--- src/rtl/sgr_enc_pkg.sv ---
package sgr_enc_pkg;

  localparam int QueueDepth = 2;

  localparam int NumSlots = 24;
  localparam int SlotW    = 5;
  localparam int NumVals  = 6;
  localparam int ValIdxW  = 3;

  localparam logic [2:0] MODE_NORMAL = 3'd0;
  localparam logic [2:0] MODE_256    = 3'd1;
  localparam logic [2:0] MODE_216    = 3'd2;
  localparam logic [2:0] MODE_GRAY   = 3'd3;
  localparam logic [2:0] MODE_TRUE   = 3'd4;

  // Byte slots of the longest sequence; a job enables the ones it needs.
  localparam logic [SlotW-1:0] SLOT_ESC = 5'd0;
  localparam logic [SlotW-1:0] SLOT_LBR = 5'd1;
  localparam logic [SlotW-1:0] SLOT_F3  = 5'd2;
  localparam logic [SlotW-1:0] SLOT_F8  = 5'd3;
  localparam logic [SlotW-1:0] SLOT_FS0 = 5'd4;
  localparam logic [SlotW-1:0] SLOT_F25 = 5'd5;
  localparam logic [SlotW-1:0] SLOT_FS1 = 5'd6;
  localparam logic [SlotW-1:0] SLOT_FV0 = 5'd7;
  localparam logic [SlotW-1:0] SLOT_FS2 = 5'd8;
  localparam logic [SlotW-1:0] SLOT_FV1 = 5'd9;
  localparam logic [SlotW-1:0] SLOT_FS3 = 5'd10;
  localparam logic [SlotW-1:0] SLOT_FV2 = 5'd11;
  localparam logic [SlotW-1:0] SLOT_MID = 5'd12;
  localparam logic [SlotW-1:0] SLOT_B4  = 5'd13;
  localparam logic [SlotW-1:0] SLOT_B8  = 5'd14;
  localparam logic [SlotW-1:0] SLOT_BS0 = 5'd15;
  localparam logic [SlotW-1:0] SLOT_B25 = 5'd16;
  localparam logic [SlotW-1:0] SLOT_BS1 = 5'd17;
  localparam logic [SlotW-1:0] SLOT_BV0 = 5'd18;
  localparam logic [SlotW-1:0] SLOT_BS2 = 5'd19;
  localparam logic [SlotW-1:0] SLOT_BV1 = 5'd20;
  localparam logic [SlotW-1:0] SLOT_BS3 = 5'd21;
  localparam logic [SlotW-1:0] SLOT_BV2 = 5'd22;
  localparam logic [SlotW-1:0] SLOT_END = 5'd23;

  localparam logic [7:0] CHAR_ESC  = 8'h1B;
  localparam logic [7:0] CHAR_ZERO = 8'h30;

  typedef struct packed {
    logic [NumSlots-1:0]       mask;
    logic                      is_true;
    logic [NumVals-1:0][7:0]   vals;
  } job_t;

  typedef struct packed {
    logic [1:0] hund;
    logic [3:0] tens;
    logic [3:0] ones;
    logic [1:0] ndig;
  } dec_t;

  function automatic logic is_num_slot(input logic [SlotW-1:0] slot);
    logic r;
    r = 1'b0;
    unique case (slot) inside
      SLOT_FV0, SLOT_FV1, SLOT_FV2, SLOT_BV0, SLOT_BV1, SLOT_BV2: r = 1'b1;
      default: r = 1'b0;
    endcase
    return r;
  endfunction

  function automatic logic [ValIdxW-1:0] val_index(input logic [SlotW-1:0] slot);
    logic [ValIdxW-1:0] r;
    r = '0;
    unique case (slot)
      SLOT_FV0: r = 3'd0;
      SLOT_FV1: r = 3'd1;
      SLOT_FV2: r = 3'd2;
      SLOT_BV0: r = 3'd3;
      SLOT_BV1: r = 3'd4;
      SLOT_BV2: r = 3'd5;
      default:  r = 3'd0;
    endcase
    return r;
  endfunction

  function automatic logic [7:0] slot_char(input logic [SlotW-1:0] slot, input logic is_true);
    logic [7:0] c;
    c = CHAR_ZERO;
    unique case (slot) inside
      SLOT_ESC: c = CHAR_ESC;
      SLOT_LBR: c = 8'h5B;
      SLOT_F3:  c = 8'h33;
      SLOT_B4:  c = 8'h34;
      SLOT_F8, SLOT_B8: c = 8'h38;
      SLOT_F25, SLOT_B25: c = is_true ? 8'h32 : 8'h35;
      SLOT_FS0, SLOT_FS1, SLOT_FS2, SLOT_FS3, SLOT_MID,
      SLOT_BS0, SLOT_BS1, SLOT_BS2, SLOT_BS3: c = 8'h3B;
      SLOT_END: c = 8'h6D;
      default:  c = CHAR_ZERO;
    endcase
    return c;
  endfunction

  // Split an 8-bit value into decimal digits without a divider.
  function automatic dec_t to_dec(input logic [7:0] v);
    dec_t       d;
    logic [7:0] r;
    logic [14:0] prod;
    d.hund = (v >= 8'd200) ? 2'd2 : ((v >= 8'd100) ? 2'd1 : 2'd0);
    r = v - ((v >= 8'd200) ? 8'd200 : ((v >= 8'd100) ? 8'd100 : 8'd0));
    // r < 100 here, so r*205 >> 11 is exactly r / 10
    prod = 15'(r[6:0]) * 15'd205;
    d.tens = prod[14:11];
    d.ones = 4'(r - 8'({d.tens, 3'd0}) - 8'({d.tens, 1'd0}));
    d.ndig = (v >= 8'd100) ? 2'd3 : ((v >= 8'd10) ? 2'd2 : 2'd1);
    return d;
  endfunction

endpackage

--- src/rtl/sgr_enc_if.sv ---
interface sgr_enc_in_if;
  logic        valid;
  logic        ready;
  logic [31:0] fore_attr;
  logic [31:0] back_attr;

  modport source (output valid, output fore_attr, output back_attr, input ready);
  modport sink   (input valid, input fore_attr, input back_attr, output ready);
endinterface

interface sgr_enc_out_if;
  logic       valid;
  logic       ready;
  logic [7:0] out_byte;
  logic       last_byte;

  modport source (output valid, output out_byte, output last_byte, input ready);
  modport sink   (input valid, input out_byte, input last_byte, output ready);
endinterface

--- src/rtl/sgr_enc_front.sv ---
module sgr_enc_front (
  input  logic                     clk,
  input  logic                     rst_n,
  input  logic                     cfg_we,
  input  logic [2:0]               cfg_wdata,
  input  logic                     in_valid,
  input  logic [31:0]              in_fore_attr,
  input  logic [31:0]              in_back_attr,
  input  logic                     q_full,
  output logic                     in_ready,
  output logic                     push,
  output sgr_enc_pkg::job_t        push_job
);

  logic [2:0]  mode_r;
  logic [31:0] prev_fore_r;
  logic [31:0] prev_back_r;

  logic       fire;
  logic       same;
  logic       is_true;
  logic       is_norm;
  logic [7:0] fc;
  logic [7:0] bc;
  logic       fnz;
  logic       bnz;
  logic       emit;

  // hold off transfers while in reset
  assign in_ready = rst_n && !q_full;
  assign fire     = in_valid && in_ready;
  assign same     = (in_fore_attr == prev_fore_r) && (in_back_attr == prev_back_r);

  always_comb begin
    is_true = 1'b0;
    is_norm = 1'b0;
    fc      = in_fore_attr[7:0];
    bc      = in_back_attr[7:0];
    unique case (mode_r)
      sgr_enc_pkg::MODE_TRUE: begin
        is_true = 1'b1;
      end
      sgr_enc_pkg::MODE_256: begin
        fc = in_fore_attr[7:0];
        bc = in_back_attr[7:0];
      end
      sgr_enc_pkg::MODE_216: begin
        fc = ((in_fore_attr[7:0] > 8'd215) ? 8'd7 : in_fore_attr[7:0]) + 8'h10;
        bc = ((in_back_attr[7:0] > 8'd215) ? 8'd0 : in_back_attr[7:0]) + 8'h10;
      end
      sgr_enc_pkg::MODE_GRAY: begin
        fc = ((in_fore_attr[7:0] > 8'd23) ? 8'd23 : in_fore_attr[7:0]) + 8'hE8;
        bc = ((in_back_attr[7:0] > 8'd23) ? 8'd0 : in_back_attr[7:0]) + 8'hE8;
      end
      default: begin
        is_norm = 1'b1;
        fc = {4'd0, in_fore_attr[3:0]};
        bc = {4'd0, in_back_attr[3:0]};
      end
    endcase
  end

  assign fnz  = is_true || (fc != 8'd0);
  assign bnz  = is_true || (bc != 8'd0);
  assign emit = fnz || bnz;
  assign push = fire && !same && emit;

  always_comb begin
    push_job         = '0;
    push_job.is_true = is_true;
    push_job.mask[sgr_enc_pkg::SLOT_ESC] = 1'b1;
    push_job.mask[sgr_enc_pkg::SLOT_LBR] = 1'b1;
    push_job.mask[sgr_enc_pkg::SLOT_END] = 1'b1;
    push_job.mask[sgr_enc_pkg::SLOT_F3]  = fnz;
    push_job.mask[sgr_enc_pkg::SLOT_F8]  = fnz && !is_norm;
    push_job.mask[sgr_enc_pkg::SLOT_FS0] = fnz && !is_norm;
    push_job.mask[sgr_enc_pkg::SLOT_F25] = fnz && !is_norm;
    push_job.mask[sgr_enc_pkg::SLOT_FS1] = fnz && !is_norm;
    push_job.mask[sgr_enc_pkg::SLOT_FV0] = fnz;
    push_job.mask[sgr_enc_pkg::SLOT_FS2] = is_true;
    push_job.mask[sgr_enc_pkg::SLOT_FV1] = is_true;
    push_job.mask[sgr_enc_pkg::SLOT_FS3] = is_true;
    push_job.mask[sgr_enc_pkg::SLOT_FV2] = is_true;
    push_job.mask[sgr_enc_pkg::SLOT_MID] = is_true || (fnz && bnz);
    push_job.mask[sgr_enc_pkg::SLOT_B4]  = bnz;
    push_job.mask[sgr_enc_pkg::SLOT_B8]  = bnz && !is_norm;
    push_job.mask[sgr_enc_pkg::SLOT_BS0] = bnz && !is_norm;
    push_job.mask[sgr_enc_pkg::SLOT_B25] = bnz && !is_norm;
    push_job.mask[sgr_enc_pkg::SLOT_BS1] = bnz && !is_norm;
    push_job.mask[sgr_enc_pkg::SLOT_BV0] = bnz;
    push_job.mask[sgr_enc_pkg::SLOT_BS2] = is_true;
    push_job.mask[sgr_enc_pkg::SLOT_BV1] = is_true;
    push_job.mask[sgr_enc_pkg::SLOT_BS3] = is_true;
    push_job.mask[sgr_enc_pkg::SLOT_BV2] = is_true;
    if (is_true) begin
      push_job.vals[0] = in_fore_attr[23:16];
      push_job.vals[1] = in_fore_attr[15:8];
      push_job.vals[2] = in_fore_attr[7:0];
      push_job.vals[3] = in_back_attr[23:16];
      push_job.vals[4] = in_back_attr[15:8];
      push_job.vals[5] = in_back_attr[7:0];
    end else if (is_norm) begin
      // normal mode writes the color index minus one
      push_job.vals[0] = fc - 8'd1;
      push_job.vals[3] = bc - 8'd1;
    end else begin
      push_job.vals[0] = fc;
      push_job.vals[3] = bc;
    end
  end

  always_ff @(posedge clk) begin
    if (!rst_n) begin
      mode_r      <= sgr_enc_pkg::MODE_NORMAL;
      prev_fore_r <= 32'hFFFF_FFFF;
      prev_back_r <= 32'hFFFF_FFFF;
    end else begin
      if (cfg_we) begin
        mode_r <= cfg_wdata;
      end
      // remember the pair even when it produces no bytes
      if (fire) begin
        prev_fore_r <= in_fore_attr;
        prev_back_r <= in_back_attr;
      end
    end
  end

endmodule

--- src/rtl/sgr_enc_queue.sv ---
module sgr_enc_queue #(
  parameter int Depth = sgr_enc_pkg::QueueDepth
) (
  input  logic                     clk,
  input  logic                     rst_n,
  input  logic                     push,
  input  sgr_enc_pkg::job_t        push_job,
  output logic                     full,
  output logic                     pop_valid,
  output sgr_enc_pkg::job_t        pop_job,
  input  logic                     pop
);

  localparam int PtrW = (Depth > 1) ? $clog2(Depth) : 1;
  localparam int CntW = $clog2(Depth + 1);

  sgr_enc_pkg::job_t mem_r [Depth];
  logic [PtrW-1:0]   wr_ptr_r;
  logic [PtrW-1:0]   rd_ptr_r;
  logic [CntW-1:0]   cnt_r;

  assign full      = (cnt_r == CntW'(Depth));
  assign pop_valid = (cnt_r != '0);
  assign pop_job   = mem_r[rd_ptr_r];

  always_ff @(posedge clk) begin
    if (push) begin
      mem_r[wr_ptr_r] <= push_job;
    end
  end

  always_ff @(posedge clk) begin
    if (!rst_n) begin
      wr_ptr_r <= '0;
      rd_ptr_r <= '0;
      cnt_r    <= '0;
    end else begin
      if (push) begin
        wr_ptr_r <= (wr_ptr_r == PtrW'(Depth - 1)) ? '0 : wr_ptr_r + 1'b1;
      end
      if (pop) begin
        rd_ptr_r <= (rd_ptr_r == PtrW'(Depth - 1)) ? '0 : rd_ptr_r + 1'b1;
      end
      if (push && !pop) begin
        cnt_r <= cnt_r + 1'b1;
      end else if (pop && !push) begin
        cnt_r <= cnt_r - 1'b1;
      end
    end
  end

`ifndef ASSERT_OFF
  a_no_overflow: assert property (@(posedge clk) disable iff (!rst_n)
    push |-> (cnt_r < CntW'(Depth)))
    else $error("queue written while full");
  a_no_underflow: assert property (@(posedge clk) disable iff (!rst_n)
    pop |-> (cnt_r != '0))
    else $error("queue read while empty");
  a_ptr_count: assert property (@(posedge clk) disable iff (!rst_n)
    (wr_ptr_r == rd_ptr_r) |-> (cnt_r == '0 || cnt_r == CntW'(Depth)))
    else $error("queue pointers disagree with count");
`endif

endmodule

--- src/rtl/sgr_enc_back.sv ---
module sgr_enc_back (
  input  logic                     clk,
  input  logic                     rst_n,
  input  logic                     q_valid,
  input  sgr_enc_pkg::job_t        q_job,
  output logic                     q_pop,
  sgr_enc_out_if.source            out_ch
);

  sgr_enc_pkg::job_t                  job_r;
  logic                               busy_r;
  logic [sgr_enc_pkg::SlotW-1:0]      slot_r;
  logic [1:0]                         dig_r;
  logic                               out_valid_r;
  logic [7:0]                         out_byte_r;
  logic                               out_last_r;

  logic                               is_num;
  logic [7:0]                         val;
  sgr_enc_pkg::dec_t                  dec;
  logic [1:0]                         pos;
  logic [3:0]                         digit;
  logic [7:0]                         cur_byte;
  logic                               slot_done;
  logic [sgr_enc_pkg::SlotW-1:0]      nxt_slot;
  logic                               emit;

  assign out_ch.valid     = out_valid_r;
  assign out_ch.out_byte  = out_byte_r;
  assign out_ch.last_byte = out_last_r;

  assign q_pop = !busy_r && q_valid;
  assign emit  = busy_r && (!out_valid_r || out_ch.ready);

  assign is_num = sgr_enc_pkg::is_num_slot(slot_r);
  assign val    = job_r.vals[sgr_enc_pkg::val_index(slot_r)];
  assign dec    = sgr_enc_pkg::to_dec(val);
  // digit position counted from the ones place
  assign pos    = dec.ndig - 2'd1 - dig_r;

  always_comb begin
    case (pos)
      2'd2:    digit = {2'd0, dec.hund};
      2'd1:    digit = dec.tens;
      default: digit = dec.ones;
    endcase
  end

  assign cur_byte  = is_num ? (sgr_enc_pkg::CHAR_ZERO + {4'd0, digit})
                            : sgr_enc_pkg::slot_char(slot_r, job_r.is_true);
  assign slot_done = !is_num || (dig_r == dec.ndig - 2'd1);

  // lowest enabled slot after the current one
  always_comb begin
    nxt_slot = sgr_enc_pkg::SLOT_END;
    for (int i = sgr_enc_pkg::NumSlots - 1; i >= 0; i--) begin
      if (job_r.mask[i] && (i > int'(slot_r))) begin
        nxt_slot = sgr_enc_pkg::SlotW'(i);
      end
    end
  end

  always_ff @(posedge clk) begin
    if (q_pop) begin
      job_r <= q_job;
    end
    if (emit) begin
      out_byte_r <= cur_byte;
      out_last_r <= (slot_r == sgr_enc_pkg::SLOT_END);
    end
  end

  always_ff @(posedge clk) begin
    if (!rst_n) begin
      busy_r      <= 1'b0;
      slot_r      <= sgr_enc_pkg::SLOT_ESC;
      dig_r       <= '0;
      out_valid_r <= 1'b0;
    end else begin
      if (emit) begin
        out_valid_r <= 1'b1;
      end else if (out_ch.ready) begin
        out_valid_r <= 1'b0;
      end
      if (q_pop) begin
        busy_r <= 1'b1;
        slot_r <= sgr_enc_pkg::SLOT_ESC;
        dig_r  <= '0;
      end else if (emit) begin
        if (slot_done) begin
          dig_r <= '0;
          if (slot_r == sgr_enc_pkg::SLOT_END) begin
            busy_r <= 1'b0;
          end else begin
            slot_r <= nxt_slot;
          end
        end else begin
          dig_r <= dig_r + 2'd1;
        end
      end
    end
  end

`ifndef ASSERT_OFF
  a_slot_enabled: assert property (@(posedge clk) disable iff (!rst_n)
    busy_r |-> job_r.mask[slot_r])
    else $error("sequencer on a disabled slot");
  a_digit_bound: assert property (@(posedge clk) disable iff (!rst_n)
    busy_r |-> (dig_r < dec.ndig))
    else $error("digit index past number length");
  a_end_frees: assert property (@(posedge clk) disable iff (!rst_n)
    (emit && slot_r == sgr_enc_pkg::SLOT_END) |=> (!busy_r && out_last_r))
    else $error("final byte did not close the sequence");
`endif

endmodule

--- src/rtl/ansi_color_sgr_encoder.sv ---
// ANSI SGR color encoder. Each transfer on in_ch carries a foreground and a
// background attribute; a pair equal to the previous one yields nothing, as
// does a pair whose mapped colors are both zero outside truecolor mode;
// otherwise the color escape sequence for the mode in cfg_wdata (written
// with cfg_we while idle) leaves on out_ch one byte per transfer, with
// last_byte set on the final byte. An item that yields bytes sends from 5
// bytes (a normal-mode sequence) to 36 bytes (a truecolor sequence), paced
// by the single-byte output register; an item that yields nothing never
// enters the queue. A queue of QUEUE_DEPTH classified items sits between
// input and output, so in_ch.ready stays high until that queue is full.
module ansi_color_sgr_encoder #(
  parameter int QUEUE_DEPTH = sgr_enc_pkg::QueueDepth
) (
  input  logic               clk,
  input  logic               rst_n,
  input  logic               cfg_we,
  input  logic [2:0]         cfg_wdata,
  sgr_enc_in_if.sink         in_ch,
  sgr_enc_out_if.source      out_ch
);

  logic              q_full;
  logic              push;
  sgr_enc_pkg::job_t push_job;
  logic              q_valid;
  sgr_enc_pkg::job_t q_job;
  logic              q_pop;

  sgr_enc_front u_front (
    .clk          (clk),
    .rst_n        (rst_n),
    .cfg_we       (cfg_we),
    .cfg_wdata    (cfg_wdata),
    .in_valid     (in_ch.valid),
    .in_fore_attr (in_ch.fore_attr),
    .in_back_attr (in_ch.back_attr),
    .q_full       (q_full),
    .in_ready     (in_ch.ready),
    .push         (push),
    .push_job     (push_job)
  );

  sgr_enc_queue #(
    .Depth (QUEUE_DEPTH)
  ) u_queue (
    .clk       (clk),
    .rst_n     (rst_n),
    .push      (push),
    .push_job  (push_job),
    .full      (q_full),
    .pop_valid (q_valid),
    .pop_job   (q_job),
    .pop       (q_pop)
  );

  sgr_enc_back u_back (
    .clk     (clk),
    .rst_n   (rst_n),
    .q_valid (q_valid),
    .q_job   (q_job),
    .q_pop   (q_pop),
    .out_ch  (out_ch)
  );

endmodule
--- src/flat_wrapper.sv ---
// flat-port wrapper written by rule: the top's interface ports become plain ports
module ansi_color_sgr_encoder_flat 
#(
  parameter int QUEUE_DEPTH = sgr_enc_pkg::QueueDepth
)
  (clk, rst_n, cfg_we, cfg_wdata, in_ch_valid, in_ch_fore_attr, in_ch_back_attr, in_ch_ready, out_ch_valid, out_ch_out_byte, out_ch_last_byte, out_ch_ready);
  sgr_enc_in_if in_ch_i ();
  sgr_enc_out_if out_ch_i ();
  input  logic clk;
  input  logic rst_n;
  input  logic cfg_we;
  input  logic [2:0] cfg_wdata;
  input wire logic [$bits(in_ch_i.valid)-1:0] in_ch_valid;
  input wire logic [$bits(in_ch_i.fore_attr)-1:0] in_ch_fore_attr;
  input wire logic [$bits(in_ch_i.back_attr)-1:0] in_ch_back_attr;
  output wire logic [$bits(in_ch_i.ready)-1:0] in_ch_ready;
  output wire logic [$bits(out_ch_i.valid)-1:0] out_ch_valid;
  output wire logic [$bits(out_ch_i.out_byte)-1:0] out_ch_out_byte;
  output wire logic [$bits(out_ch_i.last_byte)-1:0] out_ch_last_byte;
  input wire logic [$bits(out_ch_i.ready)-1:0] out_ch_ready;
  assign in_ch_i.valid = in_ch_valid;
  assign in_ch_i.fore_attr = in_ch_fore_attr;
  assign in_ch_i.back_attr = in_ch_back_attr;
  assign in_ch_ready = in_ch_i.ready;
  assign out_ch_valid = out_ch_i.valid;
  assign out_ch_out_byte = out_ch_i.out_byte;
  assign out_ch_last_byte = out_ch_i.last_byte;
  assign out_ch_i.ready = out_ch_ready;
  ansi_color_sgr_encoder #(.QUEUE_DEPTH(QUEUE_DEPTH)) u_core (.clk(clk), .rst_n(rst_n), .cfg_we(cfg_we), .cfg_wdata(cfg_wdata), .in_ch(in_ch_i), .out_ch(out_ch_i));
endmodule
--- config.mk ---
export PLATFORM = sky130hd
export DESIGN_NAME = ansi_color_sgr_encoder_flat
export DESIGN_NICKNAME = d
export VERILOG_FILES = /design/src/rtl/sgr_enc_pkg.sv /design/src/rtl/sgr_enc_if.sv /design/src/rtl/sgr_enc_front.sv /design/src/rtl/sgr_enc_queue.sv /design/src/rtl/sgr_enc_back.sv /design/src/rtl/ansi_color_sgr_encoder.sv /design/src/flat_wrapper.sv
export SDC_FILE = /design/constraint.sdc
export NUM_CORES = 1
export LEC_CHECK = 0
export ABC_AREA = 1
export BUFFER_PORTS_ARGS = -buffer_cell sky130_fd_sc_hd__buf_2
export CORE_MARGIN = 3
export CORE_UTILIZATION = 31
export CTS_CLUSTER_DIAMETER = 40
export DETAILED_ROUTE_END_ITERATION = 10
export PLACE_DENSITY = 0.55
export SYNTH_ARGS = -nofsm -noshare
export SYNTH_HDL_FRONTEND = slang
export SYNTH_SLANG_ARGS = --single-unit
export TNS_END_PERCENT = 20
--- constraint.sdc ---
create_clock -name clk -period 6.8 [get_ports clk]
set_input_delay 1.02 -clock clk [delete_from_list [all_inputs] [get_ports clk]]
set_output_delay 1.02 -clock clk [all_outputs]
set_load 0.02 [all_outputs]
==> flow_summary.toml <==
[run_status]
status = "completed"

[timing]
min_period_ns = 6.46
final-setup-viol-count = 0
final.period_utilization_pct = 94.9
hold_violations = 0
max_freq_mhz = 155
worst_pin_slew_ns = 1.16
relSlewSlack_pct = 22.8
maxSlewViolCount = 0
fin_skew_ns = 0.0192
finalWorstSetupSlack_ns = 0.344

[worst_setup_path]
cp_max_fo = 7
crit_path_max_incr_delay_ns = 0.57
worstPathBufferInverterCount = 10
crit_required_ns = 7.06
rr_worst_depth = 40
regToRegSetupSlack_ns = 0.34
regToRegEndpoint = "u_core.u_back.out_ch.out_byte[3]"
reg2reg_from = "u_core.u_back.slot_r[3]"
crit_type = "flop to flop"
cp_top_family = "adder cells"
critPathCaptureType = "flop"
cp-start-kind = "flop"
critPathSlowestCell = "fa_2"
crit_arrival_ns = 6.71

[cells_and_area]
final_layout_size_suffix_gt1_share_pct = 17.7
area_growth_pct = 22.2
diodes = 0
layout.nets = 1830
fillers = 4233

[die]
fp.coreArea_sq_mm = 0.0423
die_w_microns = 214
initial_core_util_pct = 31.6
io_pins = 83
dieArea_sq_mm = 0.0457
dieHeight_microns = 214
num_rows = 75

[job]
cap_violations = 0

[grt]
grt_pass1_wl_mm = 52.8
overflow = 0
grt_pass1_vias = 10200
antenna_found_initial = 0
grt_util_all_layers_pct = 14.5
grt_max_degree = 129

[worst_hold_path]
worstHoldStart = "u_core.u_front.prev_fore_r[6]"
hold_class = "flop to flop"
hold_path_end = "u_core.u_front.prev_fore_r[6]"
min_path_cells = 2

[drt]
drt_wl_total_mm = 32.8
drt_iter0_drc = 715
drcViolationCount = 0
ant_nets = 0
wl_per_cell_microns = 14.2
vias = 10500
first_pass_iters = 5
viasPerCell = 4.56

[clocking]
cts_sinks = 250
clk_pin_slew_worst_paths_ns = 0.06
cts_root_buffer = "clkbuf_16"
clock_latency_ns = 0.54
cts_max_path_buffers = 3
cts_htree_levels = 2
cts_tree = "built"
tritoncts.num_buffers = 38

[yosys]
synth_top_area_share_pct = 38.2
ys_types = 58
syn-cell-area_sq_mm = 0.0134
synth_flop_cell = "edfxtp_1"
yosysTopAreaCell = "edfxtp_1"
yosys.cell_count.top_type = "nand2_1"
synth_edf_count = 170
ys_seq_area_share_pct = 50.1
synth_area_leaders = "edfxtp_1, dfxtp_1, nand2_1, inv_1, ha_1"
synthArstFlopShare_pct = 0
syn_area_per_cell_sq_um = 8.53
synthTopCellsByCount = "nand2_1, inv_1, edfxtp_1"
synthCells = 1568
syn-num-nets = 1701
ys_seq_elements = 250
ys_warn_count = 0

[placement]
preCtsSetupSlack_ns = -0.0581
numPortBuffers = 81
gp_congestion = 0.883
post-dp-hpwl_mm = 23.7
-- worst register-to-register path: cells and delay by family, from the launching register on --
kind	cells	cell delay (ns)
compound gates	6	0.68
fa+ha+maj	8	2.82
simple gates	14	1.23
xor+xnor	2	0.35
buf+inv	10	0.74
flops	1	0.36
-- sequential cells by signal (all words and copies together), names as in the netlist --
register and count:
u_core.u_back.busy_r 1, u_core.u_queue.mem_r 108, u_core.u_queue.wr_ptr_r 1, u_core.u_queue.cnt_r 2, u_core.u_back.out_ch.out_byte 7, u_core.u_queue.rd_ptr_r 1, u_core.u_back.slot_r 5, u_core.u_front.mode_r 3
u_core.u_front.prev_back_r 32, u_core.u_back.job_r 54, u_core.u_front.prev_fore_r 32, u_core.u_back.out_ch.valid 1, u_core.u_back.dig_r 2, u_core.u_back.out_ch.last_byte 1
-- cells in the final DEF, fill, tap and decap left out, types with 10 or more instances in the layout --
| cell | synthesis | layout |
|---|---|---|
| inv_1 | 239 | 233 |
| buf_4 | 1 | 53 |
| xor2_1 | 31 | 31 |
| clkbuf_16 | 0 | 41 |
| a211oi_1 | 17 | 17 |
| nand3_2 | 7 | 10 |
| nor2_1 | 148 | 142 |
| buf_2 | 2 | 81 |
| nand3_1 | 83 | 80 |
| o21ai_0 | 97 | 94 |
| ha_1 | 52 | 44 |
| inv_2 | 8 | 11 |
| a21oi_1 | 42 | 37 |
| or2_2 | 16 | 14 |
| dfxtp_1 | 80 | 74 |
| nand2_1 | 391 | 387 |
| edfxtp_1 | 170 | 170 |
| o211ai_1 | 12 | 12 |
| xnor2_1 | 14 | 13 |
| nand4_1 | 23 | 23 |
-- layer usage --
layer | global-route usage (%) | share of wire, % | vias up
li1 | - | - | 5393
met1 | 19.5 | 46 | 4785
met2 | 22.8 | 45 | 240
met3 | 3.19 | 5.5 | 78
met4 | 6.40 | 3.8 | 0
met5 | 0 | 0 | -
-- what timing repair did --
item,4_1_cts,5_1_grt
setup endpoints to repair,1,3
pin swaps,4,34
hold buffers,0,0
buffers inserted,1,9
resized for setup,8,48
cloned,0,3
-- layout make-up --
class	count	area, sq um	area share, %
clock buffers	46	1040	6.38
clock inverters	23	315	1.93
inverters	248	946	5.79
multi-input cells	1021	5710	34.9
flip-flops and latches	250	6720	41.1
well taps	577	722	4.42
repair buffers	138	885	5.41
-- worst max path at each step --
| stage | from | to | slack, ns | depth (start not counted) |
|---|---|---|---|---|
| 4_1_cts | u_core.u_back.slot_r[0] | u_core.u_back.out_ch.out_byte[3] | 0.01 | 42 |
| 2_1_floorplan | in_ch_back_attr[3] | u_core.u_queue.mem_r[0][0] | 0.33 | 12 |
| 6_report | u_core.u_back.slot_r[3] | u_core.u_back.out_ch.out_byte[3] | 0.34 | 40 |
| 5_1_grt | u_core.u_back.slot_r[3] | u_core.u_back.out_ch.out_byte[3] | -0.07 | 42 |
| 3_3_place_gp | u_core.u_back.slot_r[1] | u_core.u_back.out_ch.out_byte[3] | 0.03 | 43 |
| 3_5_place_dp | u_core.u_back.slot_r[1] | u_core.u_back.out_ch.out_byte[3] | -0.06 | 43 |
-- metrics by stage --
stage          hold WS, ns  std cells  util (%)  setup TNS [ns]  area, sq um
5_1_grt              0.507       2303      38.6         -0.0670        16300
6_report             0.480       2303      38.6               0        16300
3_3_place_gp         0.464       2221      34.6               0        14600
2_1_floorplan        0.451       1568         -               0        13400
3_5_place_dp         0.469       2221      34.6         -0.0581        14600
4_1_cts              0.483       2291      37.9               0        16000
-- cells by family after synthesis --
kind of cell / share of synthesized area [%]
AND/OR/NAND/NOR: 22.6
buffers and inverters: 8.75
flip-flops: 50.1
AO/OA/AOI/OAI: 9.29
adder cells (fa/ha/maj): 6.21
XOR/XNOR: 2.95
other: 0.0280
Power is left out: the tool's default activity adds up to more than one toggle a clock period on the data nets, which glitch-free logic cannot reach.
